===== config.mk =====
export PLATFORM = sky130hd
export DESIGN_NAME = image_header_size_sniffer_flat
export DESIGN_NICKNAME = d
export VERILOG_FILES = /design/src/rtl/ihss_pkg.sv /design/src/rtl/ihss_if.sv /design/src/rtl/image_header_size_sniffer.sv /design/src/flat_wrapper.sv
export SDC_FILE = /design/constraint.sdc
export NUM_CORES = 1
export LEC_CHECK = 0
export ABC_AREA = 1
export BUFFER_PORTS_ARGS = -buffer_cell sky130_fd_sc_hd__buf_2
export CAP_MARGIN = 5
export CORE_AREA = 5 5 213 215
export CTS_CLUSTER_DIAMETER = 60
export DETAILED_ROUTE_END_ITERATION = 7
export DIE_AREA = 0 0 218 220
export GPL_ROUTABILITY_DRIVEN = 0
export HOLD_SLACK_MARGIN = 0.05
export PLACE_DENSITY = 0.6
export SYNTH_ARGS = -nofsm -noshare
export SYNTH_HDL_FRONTEND = slang
export SYNTH_SLANG_ARGS = --single-unit

===== constraint.sdc =====
create_clock -name clk -period 10.4 [get_ports clk]
set_clock_uncertainty 0.1 [all_clocks]
set_input_delay 0.52 -clock clk [delete_from_list [all_inputs] [get_ports clk]]
set_output_delay 0.52 -clock clk [all_outputs]
set_load 0.005 [all_outputs]

===== src/rtl/ihss_pkg.sv =====
`default_nettype none
package ihss_pkg;

    localparam int POSITION_BITS = 24;
    localparam int LENGTH_BITS   = 24;
    localparam int CMP_BITS      = ((POSITION_BITS > LENGTH_BITS) ? POSITION_BITS : LENGTH_BITS)
                                   + 2;

    localparam logic [POSITION_BITS-1:0] POS_MAX = {POSITION_BITS{1'b1}};
    localparam logic [LENGTH_BITS-1:0]   LIMIT_MARGIN = LENGTH_BITS'(10);

    typedef logic [POSITION_BITS-1:0] pos_t;
    typedef logic [CMP_BITS-1:0]      cmp_t;

    typedef enum logic [2:0] {
        TYPE_UNKNOWN = 3'd0,
        TYPE_GIF     = 3'd1,
        TYPE_PNG     = 3'd2,
        TYPE_BMP     = 3'd3,
        TYPE_JPEG    = 3'd4
    } image_type_t;

    typedef enum logic [2:0] {
        PH_SEARCH,
        PH_SCAN,
        PH_MARKER,
        PH_LENHI,
        PH_LENLO,
        PH_SOF,
        PH_DONE,
        PH_FIXED
    } phase_t;

    localparam logic [7:0] BYTE_MARK = 8'hFF;
    localparam logic [7:0] BYTE_SOI  = 8'hD8;
    localparam logic [7:0] BYTE_PNG0 = 8'd137;

    function automatic logic is_sof(input logic [7:0] code);
        return (code[7:4] == 4'hC) && (code != 8'hC4) && (code != 8'hC8) && (code != 8'hCC);
    endfunction

endpackage
`default_nettype wire


===== src/rtl/ihss_if.sv =====
`default_nettype none
interface ihss_cfg_if;
    logic        valid;
    logic        ready;
    logic [23:0] data_length;

    modport source (output valid, output data_length, input ready);
    modport sink (input valid, input data_length, output ready);
endinterface

interface ihss_byte_if;
    logic       valid;
    logic       ready;
    logic [7:0] data_byte;
    logic       last_byte;

    modport source (output valid, output data_byte, output last_byte, input ready);
    modport sink (input valid, input data_byte, input last_byte, output ready);
endinterface

interface ihss_result_if;
    logic        valid;
    logic        ready;
    logic [2:0]  image_type;
    logic [15:0] image_width;
    logic [15:0] image_height;
    logic        size_found;

    modport source (output valid, output image_type, output image_width,
                    output image_height, output size_found, input ready);
    modport sink (input valid, input image_type, input image_width,
                  input image_height, input size_found, output ready);
endinterface
`default_nettype wire


===== src/rtl/image_header_size_sniffer.sv =====
// Takes an image file one byte per word and, after the word marked last, delivers one result
// word with the image type (GIF, PNG, BMP or JPEG), its width and height, and a flag that both
// were found. Load data_length with the file size before streaming; bytes beyond it are ignored.
// The block accepts one byte every cycle: each byte passes through a single compare-and-update
// step against the registered scan state, and the result word appears in an output register
// the cycle after the last byte is accepted. While a result word waits unaccepted, the input
// stalls; a byte is still accepted in the cycle in which the waiting result is taken.
`default_nettype none
module image_header_size_sniffer
    import ihss_pkg::*;
(
    input  wire           clk,
    input  wire           rst_n,
    ihss_cfg_if.sink      cfg,
    ihss_byte_if.sink     data_in,
    ihss_result_if.source result
);

    logic [LENGTH_BITS-1:0] length_reg;
    pos_t        pos_reg, pos_next;
    logic [7:0]  sig_reg [3];
    logic [7:0]  sig_next [3];
    logic [15:0] width_reg, width_next;
    logic [15:0] height_reg, height_next;
    phase_t      phase_reg, phase_next;
    pos_t        marker_reg, marker_next;
    logic [7:0]  len_hi_reg, len_hi_next;
    image_type_t type_reg, type_next;
    logic [7:0]  prev1_reg, prev1_next, prev2_reg, prev2_next;

    logic        res_valid_reg;
    image_type_t res_type_reg;
    logic [15:0] res_width_reg, res_height_reg;
    logic        res_found_reg;

    logic        accept;
    logic        use_byte;
    logic [7:0]  b;
    logic [LENGTH_BITS-1:0] lim;
    cmp_t        p_ext, lim_ext, tgt;
    pos_t        off;
    phase_t      phase_cur;
    logic        is_gif, is_png, is_bmp;

    assign cfg.ready     = 1'b1;
    assign data_in.ready = !res_valid_reg || result.ready;
    assign accept        = data_in.valid && data_in.ready;
    assign b             = data_in.data_byte;

    always_comb
    begin
        pos_next    = pos_reg;
        sig_next    = sig_reg;
        width_next  = width_reg;
        height_next = height_reg;
        phase_next  = phase_reg;
        marker_next = marker_reg;
        len_hi_next = len_hi_reg;
        type_next   = type_reg;
        prev1_next  = prev1_reg;
        prev2_next  = prev2_reg;

        lim      = (length_reg > LIMIT_MARGIN) ? (length_reg - LIMIT_MARGIN) : length_reg;
        lim_ext  = CMP_BITS'(lim);
        p_ext    = CMP_BITS'(pos_reg);
        use_byte = (p_ext < CMP_BITS'(length_reg)) && (pos_reg != POS_MAX);
        tgt      = CMP_BITS'(marker_reg) + CMP_BITS'({len_hi_reg, b}) + CMP_BITS'(1);
        off      = pos_reg - marker_reg;

        is_gif = (sig_reg[0] == "G") && (sig_reg[1] == "I") && (sig_reg[2] == "F");
        is_png = (sig_reg[0] == BYTE_PNG0) && (sig_reg[1] == "P") && (sig_reg[2] == "N")
                 && (b == "G");
        is_bmp = (sig_reg[1] == "B") && (sig_reg[2] == "M") && (b == "P");

        phase_cur = phase_reg;

        if (use_byte)
        begin
            if (pos_reg == POSITION_BITS'(0)) sig_next[0] = b;
            if (pos_reg == POSITION_BITS'(1)) sig_next[1] = b;
            if (pos_reg == POSITION_BITS'(2)) sig_next[2] = b;

            if ((pos_reg == POSITION_BITS'(3)) && (is_gif || is_png || is_bmp))
            begin
                phase_cur = PH_FIXED;
                if (is_gif)
                    type_next = TYPE_GIF;
                else if (is_png)
                    type_next = TYPE_PNG;
                else
                    type_next = TYPE_BMP;
            end
            phase_next = phase_cur;

            unique case (phase_cur)
                PH_FIXED:
                begin
                    if (type_next == TYPE_GIF)
                    begin
                        if (pos_reg == POSITION_BITS'(6)) width_next[7:0] = b;
                        if (pos_reg == POSITION_BITS'(7)) width_next[15:8] = b;
                        if (pos_reg == POSITION_BITS'(8)) height_next[7:0] = b;
                        if (pos_reg == POSITION_BITS'(9)) height_next[15:8] = b;
                    end
                    else
                    begin
                        if (pos_reg == POSITION_BITS'(18)) width_next[15:8] = b;
                        if (pos_reg == POSITION_BITS'(19)) width_next[7:0] = b;
                        if (pos_reg == POSITION_BITS'(22)) height_next[15:8] = b;
                        if (pos_reg == POSITION_BITS'(23)) height_next[7:0] = b;
                    end
                end
                PH_SEARCH:
                begin
                    if ((p_ext >= CMP_BITS'(2)) && ((p_ext - CMP_BITS'(2)) < lim_ext)
                        && (prev2_reg == BYTE_MARK) && (prev1_reg == BYTE_SOI)
                        && (b == BYTE_MARK))
                        phase_next = PH_MARKER;
                end
                PH_SCAN:
                begin
                    if (pos_reg >= marker_reg)
                    begin
                        if (b == BYTE_MARK)
                            phase_next = PH_MARKER;
                        else if (p_ext >= lim_ext)
                            phase_next = PH_DONE;
                    end
                end
                PH_MARKER:
                begin
                    marker_next = pos_reg;
                    if (is_sof(b))
                    begin
                        type_next   = TYPE_JPEG;
                        width_next  = '0;
                        height_next = '0;
                        phase_next  = PH_SOF;
                    end
                    else
                    begin
                        phase_next = PH_LENHI;
                    end
                end
                PH_LENHI:
                begin
                    len_hi_next = b;
                    phase_next  = PH_LENLO;
                end
                PH_LENLO:
                begin
                    if (tgt >= lim_ext)
                        phase_next = PH_DONE;
                    else if (tgt <= p_ext)
                    begin
                        if (p_ext >= lim_ext)
                            phase_next = PH_DONE;
                        else
                        begin
                            marker_next = pos_reg + POSITION_BITS'(1);
                            phase_next  = PH_SCAN;
                        end
                    end
                    else
                    begin
                        marker_next = tgt[POSITION_BITS-1:0];
                        phase_next  = PH_SCAN;
                    end
                end
                PH_SOF:
                begin
                    if (off == POSITION_BITS'(4)) height_next[15:8] = b;
                    if (off == POSITION_BITS'(5)) height_next[7:0] = b;
                    if (off == POSITION_BITS'(6)) width_next[15:8] = b;
                    if (off == POSITION_BITS'(7))
                    begin
                        width_next[7:0] = b;
                        phase_next      = PH_DONE;
                    end
                end
                default:
                begin
                end
            endcase

            prev2_next = prev1_reg;
            prev1_next = b;
        end

        if (pos_reg != POS_MAX)
            pos_next = pos_reg + POSITION_BITS'(1);
    end

    always_ff @(posedge clk or negedge rst_n)
    begin
        if (!rst_n)
        begin
            length_reg <= '0;
        end
        else if (cfg.valid && cfg.ready)
        begin
            length_reg <= cfg.data_length;
        end
    end

    always_ff @(posedge clk or negedge rst_n)
    begin
        if (!rst_n)
        begin
            pos_reg    <= '0;
            sig_reg    <= '{default: '0};
            width_reg  <= '0;
            height_reg <= '0;
            phase_reg  <= PH_SEARCH;
            marker_reg <= '0;
            len_hi_reg <= '0;
            type_reg   <= TYPE_UNKNOWN;
            prev1_reg  <= '0;
            prev2_reg  <= '0;
        end
        else if (accept)
        begin
            if (data_in.last_byte)
            begin
                pos_reg    <= '0;
                sig_reg    <= '{default: '0};
                width_reg  <= '0;
                height_reg <= '0;
                phase_reg  <= PH_SEARCH;
                marker_reg <= '0;
                len_hi_reg <= '0;
                type_reg   <= TYPE_UNKNOWN;
                prev1_reg  <= '0;
                prev2_reg  <= '0;
            end
            else
            begin
                pos_reg    <= pos_next;
                sig_reg    <= sig_next;
                width_reg  <= width_next;
                height_reg <= height_next;
                phase_reg  <= phase_next;
                marker_reg <= marker_next;
                len_hi_reg <= len_hi_next;
                type_reg   <= type_next;
                prev1_reg  <= prev1_next;
                prev2_reg  <= prev2_next;
            end
        end
    end

    always_ff @(posedge clk or negedge rst_n)
    begin
        if (!rst_n)
        begin
            res_valid_reg  <= 1'b0;
            res_type_reg   <= TYPE_UNKNOWN;
            res_width_reg  <= '0;
            res_height_reg <= '0;
            res_found_reg  <= 1'b0;
        end
        else if (accept && data_in.last_byte)
        begin
            res_valid_reg  <= 1'b1;
            res_type_reg   <= type_next;
            res_width_reg  <= width_next;
            res_height_reg <= height_next;
            res_found_reg  <= (width_next != 16'd0) && (height_next != 16'd0);
        end
        else if (result.ready)
        begin
            res_valid_reg <= 1'b0;
        end
    end

    assign result.valid        = res_valid_reg;
    assign result.image_type   = res_type_reg;
    assign result.image_width  = res_width_reg;
    assign result.image_height = res_height_reg;
    assign result.size_found   = res_found_reg;

endmodule
`default_nettype wire


===== src/flat_wrapper.sv =====
// flat-port wrapper written by rule: the top's interface ports become plain ports
module image_header_size_sniffer_flat import ihss_pkg::*;
  (clk, rst_n, cfg_valid, cfg_data_length, cfg_ready, data_in_valid, data_in_data_byte, data_in_last_byte, data_in_ready, result_valid, result_image_type, result_image_width, result_image_height, result_size_found, result_ready);
  ihss_cfg_if cfg_i ();
  ihss_byte_if data_in_i ();
  ihss_result_if result_i ();
  input  wire clk;
  input  wire rst_n;
  input wire logic [$bits(cfg_i.valid)-1:0] cfg_valid;
  input wire logic [$bits(cfg_i.data_length)-1:0] cfg_data_length;
  output wire logic [$bits(cfg_i.ready)-1:0] cfg_ready;
  input wire logic [$bits(data_in_i.valid)-1:0] data_in_valid;
  input wire logic [$bits(data_in_i.data_byte)-1:0] data_in_data_byte;
  input wire logic [$bits(data_in_i.last_byte)-1:0] data_in_last_byte;
  output wire logic [$bits(data_in_i.ready)-1:0] data_in_ready;
  output wire logic [$bits(result_i.valid)-1:0] result_valid;
  output wire logic [$bits(result_i.image_type)-1:0] result_image_type;
  output wire logic [$bits(result_i.image_width)-1:0] result_image_width;
  output wire logic [$bits(result_i.image_height)-1:0] result_image_height;
  output wire logic [$bits(result_i.size_found)-1:0] result_size_found;
  input wire logic [$bits(result_i.ready)-1:0] result_ready;
  assign cfg_i.valid = cfg_valid;
  assign cfg_i.data_length = cfg_data_length;
  assign cfg_ready = cfg_i.ready;
  assign data_in_i.valid = data_in_valid;
  assign data_in_i.data_byte = data_in_data_byte;
  assign data_in_i.last_byte = data_in_last_byte;
  assign data_in_ready = data_in_i.ready;
  assign result_valid = result_i.valid;
  assign result_image_type = result_i.image_type;
  assign result_image_width = result_i.image_width;
  assign result_image_height = result_i.image_height;
  assign result_size_found = result_i.size_found;
  assign result_i.ready = result_ready;
  image_header_size_sniffer u_core (.clk(clk), .rst_n(rst_n), .cfg(cfg_i), .data_in(data_in_i), .result(result_i));
endmodule

==> out/metrics.cfg, run 1 <==
[min_path]
hold_path.class=input port to register

[placement]
post-place-ws_ps=3830
port_buffers=75
dp_hpwl_mm=49.5
placed_cells=3579
post_dp_cell_area_um2=20000

[synth]
syn_avg_cell_area_um2=6.44
syn_inst=2988
synthAdderAreaFrac_pct=11.1
synth_ff_type=dfrtp_1
synthMuxAreaShare_pct=0
synth-compound-area-share_pct=13.3
ys_ff_latch=195
synth_area_leaders=dfrtp_1 25%, nand2_1 17%, ha_1 11%
synthArstFlopShare_pct=100
synthXorXnorAreaFrac_pct=4.20
synth_edf_count=0
synth_cell_type_count=60
synth_top_area_share_pct=25.3
synth_top_family_by_area=simple AND/OR/NAND/NOR gates
syn_nets=3195
synth_simple_gate_area_share_pct=35.3
synth_top_cell_by_area=dfrtp_1
ys_warn_count=0
syn-cell-area_um2=19300
ys_seq_area_share_pct=25.3

[clock_tree]
clk_latency_ps=510
cts_root_buf=clkbuf_16
clkTransAtPathRegs_ps=80
htree_levels=4
cts.sinks=195
cts_buffers=17
cts_tree=built
cts_buffer_depth=2
cts_setup_buffers=0

[finish]
antenna_cells=0
areaGrowthSynthToFinish_pct=7.04
final_cell_mix=887 x nand2_1, 415 x inv_1, 243 x nor2_1
final_cells=3611
drive_above_1_share_pct=6.79
final_common_cell=nand2_1
fin_nets=3214
final_cell_area_um2=20600
fillers=4584

[drt]
drc=0
drtIter0Drc=1724
post_drt_via_cell_ratio=5.49
dr_total_vias=19800
wire_per_inst_um=17.5
wl_mm=63.3
antenna_left=0
dr.pass1.iters=8

[critical_path]
cp-start-kind=register
arrival_ps=6650
worst_path_largest_cell_delay_ps=610
slowest_stage=nand3_2
crit_required_ps=10690
crit_path_max_fanout=32
path_class=register to register
crit_path_end_kind=register

[pwr]
power_switching_uw=943
power_uw=2330
vdd_drop_max_v=0.000130
clockPowerShare_pct=29.7
p_comb_share_pct=35.2
p_int_uw=1390
p_sw_share_pct=40.4
power.density_nw_per_um2=113
seqPwrFrac_pct=35.1
p_leak_uw=0.0109

[global_route]
grt_pass1_vias=18400
grt_util_met1_pct=36.5
met3_usage_pct=4.03
grt_busiest_layer=met2
use_met2_pct=42.4
grt_max_degree=82
antenna_found_initial=0
overflow=0
grt_usage_pct=26.2
grt_pass1_wl_mm=99.9

[floorplan]
start_util_pct=44.2
io_pins=77
core_um2=43500
std_cell_rows=77
dieArea_um2=48000
die_w_um=218
fp.dieH_um=220

[timing]
max_freq_mhz=157
setup_viol=0
fin_ws_ps=4040
post-route-period-util_pct=61.2
finalCriticalPeriod_ps=6360
rsz0062_at_grt=false
finalSetupTns_ps=0
hold_viol=0
drv_slew=0
worstMarginPinSlew_ps=1190
relSlewSlack_pct=20.4

[run]
maxCapViolations=0

[run_status]
status=completed

-- worst max-delay path: cells and delay by family (launching register included) --
family / cells / cell delay, ps
AOI/OAI and AO/OA: 4 / 550
xor gates and xnor gates: 2 / 460
adders and majority gates: 3 / 990
buffers and inverters: 2 / 300
DFF: 1 / 430
and+or+nand+nor: 18 / 3400
-- layout make-up --
| class | count | area (um2) | area share, % |
|---|---|---|---|
| flip-flops and latches | 195 | 4880 | 23.7 |
| well taps | 592 | 741 | 3.59 |
| repair buffers | 84 | 454 | 2.20 |
| multi-input cells | 2272 | 12300 | 59.6 |
| inverters | 437 | 1650 | 7.99 |
| clock inverters | 14 | 170 | 0.826 |
| clock buffers | 17 | 425 | 2.06 |
-- kinds of logic after synthesis --
group | count (synthesis)
AO/OA/AOI/OAI | 458
XOR/XNOR | 88
adder cells (fa/ha/maj) | 169
buffers and inverters | 521
flip-flops | 195
other | 1
AND/OR/NAND/NOR | 1556
-- path summary, 6_finish.rpt --
path / startpoint / end / slack, ps / depth (start not counted)
min reg2reg: u_core.result.image_height[9] / u_core.result.image_height[9] / 380 / 2
max reg2reg: u_core.marker_reg[0] / u_core.marker_reg[21] / 4040 / 29
min: cfg_data_length[20] / u_core.length_reg[20] / 130 / 3
max: u_core.marker_reg[0] / u_core.marker_reg[21] / 4040 / 29
min in group asynchronous: rst_n / u_core.height_reg[6] / 500 / 2
max in group asynchronous: rst_n / u_core.length_reg[12] / 7490 / 4
-- through the flow --
step	hold slack, ps	util (%)
2_1_floorplan	124	-
3_3_place_gp	360	45.9
3_5_place_dp	369	45.9
4_1_cts	98.2	47.3
5_1_grt	120	47.3
6_report	130	47.3
-- power groups by stage --
stage               clock, uW  combinational [uW]  sequential [uW]
finish                    693                 822              818
global route              733                 931              822
CTS                       711                 818              817
detailed placement          0                 813              833
global placement            0                 787              832
floorplan                   0                 585              824
-- timing repair --
action                    in CTS  in global routing
hold buffers                   1                  0
hold endpoints to repair      60                  0
resized for setup              0                  0
-- layer usage --
metal  vias to the layer above  share of wire (%)
li1                       9816                  -
met1                      9209                 45
met5                         -                  0
met4                         0                2.6
met3                        95                7.4
met2                       697                 45
-- Yosys cell counts (11+ instances only) --
library cell	count
a21oi_1	112
nor2_1	244
o22ai_1	76
buf_2	20
nand4_1	92
xor2_1	70
nand3_1	208
inv_2	13
nand2_2	13
dfrtp_1	195
ha_1	167
o21ai_1	24
nor4_1	11
xnor2_1	13
o21ai_0	198
nor2_2	18
nor3_1	43
nand2_1	887
clkbuf_1	48
inv_1	416
Note: power is estimated with default switching activity, not from simulation.
==> run 2: changes to the inputs <==
Settings changed: PLACE_DENSITY 0.6 to 0.62.
Clock period 10.4 ns to 5.45 ns, I/O delays scaled along.
==> out/metrics.cfg, run 2 (synthesis gave the netlist of run 1 again) <==
[run_status]
status=completed  ; unchanged

[finish]
final_cell_mix=885 x nand2_1, 412 x inv_1, 240 x nor2_1  ; was 887 x nand2_1, 415 x inv_1, 243 x nor2_1
antenna_cells=0  ; unchanged
areaGrowthSynthToFinish_pct=9.88  ; was 7.04%
multi_input_area_um2=12400  ; was 12300 um2
fin_nets=3266  ; was 3214
post-route-util_pct=48.6  ; was 47.3%
final_common_cell=nand2_1  ; unchanged
drive_above_1_share_pct=8.07  ; was 6.79%
regArea_um2=4880  ; unchanged
final_cell_area_um2=21200  ; was 20600 um2
fillers=4618  ; was 4584

[critical_path]
r2r_cells=34  ; was 29
crit_required_ps=5730  ; was 10690 ps
r2r_slack_ps=350  ; was 4040 ps
path_class=register to register  ; unchanged
startpoint=u_core.marker_reg[0]  ; unchanged
crit_path_end_kind=register  ; unchanged
worst_path_largest_cell_delay_ps=530  ; was 610 ps
crit_top_cell=nand2_1
r2r_end=u_core.marker_reg[8]  ; was u_core.marker_reg[21]
slowest_stage=fa_1  ; was nand3_2
cp-endpoint=u_core.marker_reg[8]  ; was u_core.marker_reg[21]
arrival_ps=5380  ; was 6650 ps
cp-start-kind=register  ; unchanged
crit_path_max_fanout=17  ; was 32
timing.rr.start=u_core.marker_reg[0]  ; unchanged

[global_route]
overflow=0  ; unchanged
grt_pass1_vias=19000  ; was 18400
grt_max_degree=122  ; was 82
grt_pass1_wl_mm=101  ; was 99.9 mm
grt_usage_pct=26.4  ; was 26.2%
antenna_found_initial=0  ; unchanged

[floorplan]
dieArea_um2=48000  ; unchanged
std_cell_rows=77  ; unchanged
fp.dieH_um=220  ; unchanged
start_util_pct=44.2  ; unchanged
io_pins=77  ; unchanged
core_um2=43500  ; unchanged
die_w_um=218  ; unchanged

[drt]
drtIter0Drc=1763  ; was 1724
wl_mm=64.1  ; was 63.3 mm
dr.pass1.iters=6  ; was 8
post_drt_via_cell_ratio=5.50  ; was 5.49
wire_per_inst_um=17.5  ; about the same
antenna_left=0  ; unchanged
dr_total_vias=20200  ; was 19800
drc=0  ; unchanged

[timing]
max_freq_mhz=196  ; was 157 MHz
setup_viol=0  ; unchanged
hold_viol=0  ; unchanged
drv_slew=0  ; unchanged
post-route-period-util_pct=93.7  ; was 61.2%
relSlewSlack_pct=31.2  ; was 20.4%
worstMarginPinSlew_ps=1030  ; was 1190 ps
finalCriticalPeriod_ps=5100  ; was 6360 ps

[min_path]
hold_path.startpoint=cfg_valid  ; was cfg_data_length[20]
hold_path.class=input port to register  ; unchanged

[pwr]
vdd_drop_max_v=0.000264  ; was 0.000130 V
p_leak_uw=0.0111  ; was 0.0109 uW
power.density_nw_per_um2=212  ; was 113 nW/um2

[clock_tree]
clkTransAtPathRegs_ps=80  ; about the same
cts_buffer_depth=2  ; unchanged
cts.sinks=195  ; unchanged
cts_tree=built  ; unchanged
clk_latency_ps=500  ; was 510 ps
htree_levels=4  ; unchanged
cts_buffers=17  ; unchanged
cts_root_buf=clkbuf_16  ; unchanged

[placement]
port_buffers=75  ; unchanged
post_dp_cell_area_um2=20200  ; was 20000 um2
dp_hpwl_mm=49.9  ; was 49.5 mm

[run]
maxCapViolations=0  ; unchanged

==> run 2: cell count changes in the layout (fill, tap and decap cells not counted), moves of 2 or more <==
cell           before  now
nor2_1            243  240
nand2_8             1    3
buf_4               8   32
inv_2              13   16
clkinv_2            0    2
nor2_2             19   22
inv_1             415  412
nand2_1           887  885
dlygate4sd3_1       1   26
==> run 2: worst min path at each step <==
stage,end,cells after the start
2_1_floorplan,u_core.height_reg[0],0
3_3_place_gp,u_core.marker_reg[21],1
3_5_place_dp,u_core.marker_reg[21],1
4_1_cts,u_core.length_reg[3],3
5_1_grt,u_core.length_reg[13],3
6_report,u_core.length_reg[22],3
==> run 2: critical path: cells and delay by family (launching register included) <==
family                     cells  cell delay (ps)
xor gates and xnor gates       1              180
adders and majority gates      4             1270
DFF                            1              410
AOI/OAI and AO/OA              3              310
buffers and inverters          5              530
and+or+nand+nor               21             2180
==> run 2: area by class of cell <==
| cell class | instances | share of cell area [%] |
|---|---|---|
| Clock buffer | 17 | 2.01 |
| Clock inverter | 15 | 0.763 |
| Inverter | 437 | 7.79 |
| Multi-Input combinational cell | 2273 | 58.5 |
| Sequential cell | 195 | 23.1 |
| Tap cell | 592 | 3.50 |
| Timing Repair Buffer | 135 | 4.35 |
==> run 2: stage by stage <==
step	setup TNS (ps)	power [uW]	cells	setup slack [ps]	hold WS [ps]
3_3_place_gp	0	3110	3602	227	265
6_report	0	4480	3664	345	219
5_1_grt	-103	4770	3664	-40.4	262
2_1_floorplan	0	2690	2988	814	-123
3_5_place_dp	0	3160	3602	144	276
4_1_cts	0	4480	3660	125	195
==> run 2: metal layers <==
| layer | up-vias | routed length [um] | track usage [%] |
|---|---|---|---|
| met5 | - | 0 | 0 |
| met2 | 793 | 28900 | 42.6 |
| li1 | 9916 | - | - |
| met1 | 9342 | 28800 | 37.0 |
| met3 | 113 | 4570 | 3.94 |
| met4 | 0 | 1890 | 7.91 |
==> run 2: what timing repair did <==
| action | in CTS | in global routing |
|---|---|---|
| endpoints found under the setup margin | 0 | 24 |
| hold endpoints to repair | 99 | 0 |
| gates resized for setup | 0 | 22 |
| buffers inserted | 0 | 3 |
| hold buffers | 26 | 0 |
==> run 2: where the power goes <==
group	total (uW)	internal (uW)	switching, uW
Combinational	1620	538	1080
Clock	1300	614	684
Sequential	1560	1510	53.3
==> run 3: changes to the inputs <==
Settings changed: CORE_AREA 5 5 213 215 to 5 5 153 301, DIE_AREA 0 0 218 220 to 0 0 158 306.
==> out/metrics.cfg, run 3 (synthesis gave the netlist of run 1 again) <==
[drt]
dr.pass1.iters=5  ; was 6
dr_total_vias=21200  ; was 20200
antenna_left=0  ; unchanged
post_drt_via_cell_ratio=5.79  ; was 5.50
wire_per_inst_um=21.1  ; was 17.5 um
drtIter0Drc=1344  ; was 1763
wl_mm=77.3  ; was 64.1 mm
drc=0  ; unchanged

[timing]
fin_ws_ps=208  ; was 345 ps
post-route-period-util_pct=96.2  ; was 93.7%
worstMarginPinSlew_ps=1090  ; was 1030 ps
setup_viol=0  ; unchanged
relSlewSlack_pct=27.6  ; was 31.2%
drv_slew=0  ; unchanged
finalCriticalPeriod_ps=5240  ; was 5100 ps
finalSetupTns_ps=0  ; unchanged
hold_viol=0  ; unchanged
max_freq_mhz=191  ; was 196 MHz

[pwr]
p_leak_uw=0.0113  ; was 0.0111 uW
p_comb_share_pct=37.7  ; was 36.2%
clockPowerShare_pct=29.0  ; about the same
power_switching_uw=1960  ; was 1820 uW
p_sw_share_pct=42.0  ; was 40.6%
power.density_nw_per_um2=218  ; was 212 nW/um2
p_int_uw=2700  ; was 2660 uW
seqPwrFrac_pct=33.3  ; was 34.8%
vdd_drop_max_v=0.000204  ; was 0.000264 V

[critical_path]
crit_required_ps=5720  ; was 5730 ps
r2r_cells=32  ; was 34
timing.rr.start=u_core.marker_reg[0]  ; unchanged
path_class=register to register  ; unchanged
r2r_end=u_core.marker_reg[7]  ; was u_core.marker_reg[8]
worst_path_largest_cell_delay_ps=530  ; about the same
cp-start-kind=register  ; unchanged
r2r_slack_ps=210  ; was 350 ps
slowest_stage=fa_1  ; unchanged
arrival_ps=5510  ; was 5380 ps
crit_top_cell=nand2_1  ; unchanged
crit_path_end_kind=register  ; unchanged
crit_path_max_fanout=12  ; was 17

[placement]
placed_cells=3581  ; was 3602
port_buffers=75  ; unchanged
post_dp_cell_area_um2=20300  ; was 20200 um2
post-place-ws_ps=-71.0  ; was 144 ps
dp_hpwl_mm=61.1  ; was 49.9 mm

[global_route]
grt_usage_pct=31.5  ; was 26.4%
grt_pass1_wl_mm=116  ; was 101 mm
grt_pass1_vias=20900  ; was 19000
antenna_found_initial=0  ; unchanged
grt_max_degree=157  ; was 122
overflow=0  ; unchanged

[clock_tree]
cts_buffer_depth=2  ; unchanged
clkTransAtPathRegs_ps=80  ; about the same
cts_buffers=17  ; unchanged
clk_latency_ps=490  ; was 500 ps
cts_tree=built  ; unchanged
cts_root_buf=clkbuf_16  ; unchanged
cts.sinks=195  ; unchanged
htree_levels=4  ; unchanged

[floorplan]
fp.dieH_um=306  ; was 220 um
die_w_um=158  ; was 218 um
dieArea_um2=48300  ; was 48000 um2
start_util_pct=44.4  ; was 44.2%
std_cell_rows=108  ; was 77
core_um2=43400  ; was 43500 um2
io_pins=77  ; unchanged

[run_status]
status=completed  ; unchanged

[finish]
areaGrowthSynthToFinish_pct=11.0  ; was 9.88%
drive_above_1_share_pct=8.90  ; was 8.07%
post-route-util_pct=49.3  ; was 48.6%
final_cells=3654  ; was 3664
fin_nets=3296  ; was 3266
final_cell_mix=885 x nand2_1, 414 x inv_1, 240 x nor2_1  ; was 885 x nand2_1, 412 x inv_1, 240 x nor2_1
final_cell_area_um2=21400  ; was 21200 um2
final_common_cell=nand2_1  ; unchanged
fillers=4497  ; was 4618

[run]
maxCapViolations=0  ; unchanged

[min_path]
hold_path.class=input port to asynchronous set/reset pin  ; was input port to register

run 3: cell count changes in the layout (fill, tap and decap cells not counted), sizes merged:
cell,before,now
clkinv,16,11
diode,0,2
buf,108,136
clkinvlp,0,1
inv,436,440
nand2,905,907
run 3: power groups by stage:
stage               Sequential [uW]  Clock, uW  Combinational (uW)
floorplan                      1570          0                1120
global placement               1580          0                1640
detailed placement             1580          0                1680
CTS                            1550       1360                1710
global route                   1560       1400                1940
finish                         1550       1350                1760
run 3: cell type report:
| type | count | area, um2 | share of cell area (%) |
|---|---|---|---|
| multi-input combinational | 2275 | 12400 | 58.1 |
| clock inverter | 15 | 174 | 0.813 |
| antenna | 2 | 5.00 | 0.0234 |
| clock buffer | 17 | 425 | 1.99 |
| inverter | 437 | 1650 | 7.72 |
| sequential | 195 | 4880 | 22.8 |
| tap | 550 | 688 | 3.22 |
| timing repair buffer | 163 | 1130 | 5.31 |
run 3: critical path, delay by kind of cell (launching register included):
kind	cells	cell delay [ps]
fa+ha+maj	4	1230
flops	1	410
simple gates	18	2290
xor+xnor	1	170
compound gates	4	490
buf+inv	5	450
run 3: what timing repair did:
action / CTS / global route
setup buffers: 0 / 10
hold buffers: 26 / 0
endpoints found under the setup margin: 9 / 27
cloned: 0 / 3
hold endpoints to repair: 64 / 0
resized for setup: 2 / 21
pin swaps: 0 / 9
run 3: stage by stage:
step,hold WS [ps],total power (uW)
2_1_floorplan,-123,2690
3_3_place_gp,126,3220
3_5_place_dp,128,3260
4_1_cts,181,4620
5_1_grt,227,4900
6_report,177,4660
run 3: how the worst max path moves through the flow:
stage,startpoint,end,slack (ps),depth (start not counted)
global route,u_core.marker_reg[0],u_core.marker_reg[15],-30,32
global placement,data_in_data_byte[0],u_core.marker_reg[21],110,34
CTS,u_core.marker_reg[0],u_core.marker_reg[19],60,34
finish,u_core.marker_reg[0],u_core.marker_reg[7],210,32
floorplan,u_core.marker_reg[0],u_core.marker_reg[11],810,31
detailed placement,data_in_data_byte[0],u_core.marker_reg[19],-70,32
run 3: routing by layer:
metal	global-route usage, %	part of all wire [%]
met5	0	0
met1	28.5	31
met3	4.11	4.8
met2	58.3	52
met4	28.9	12
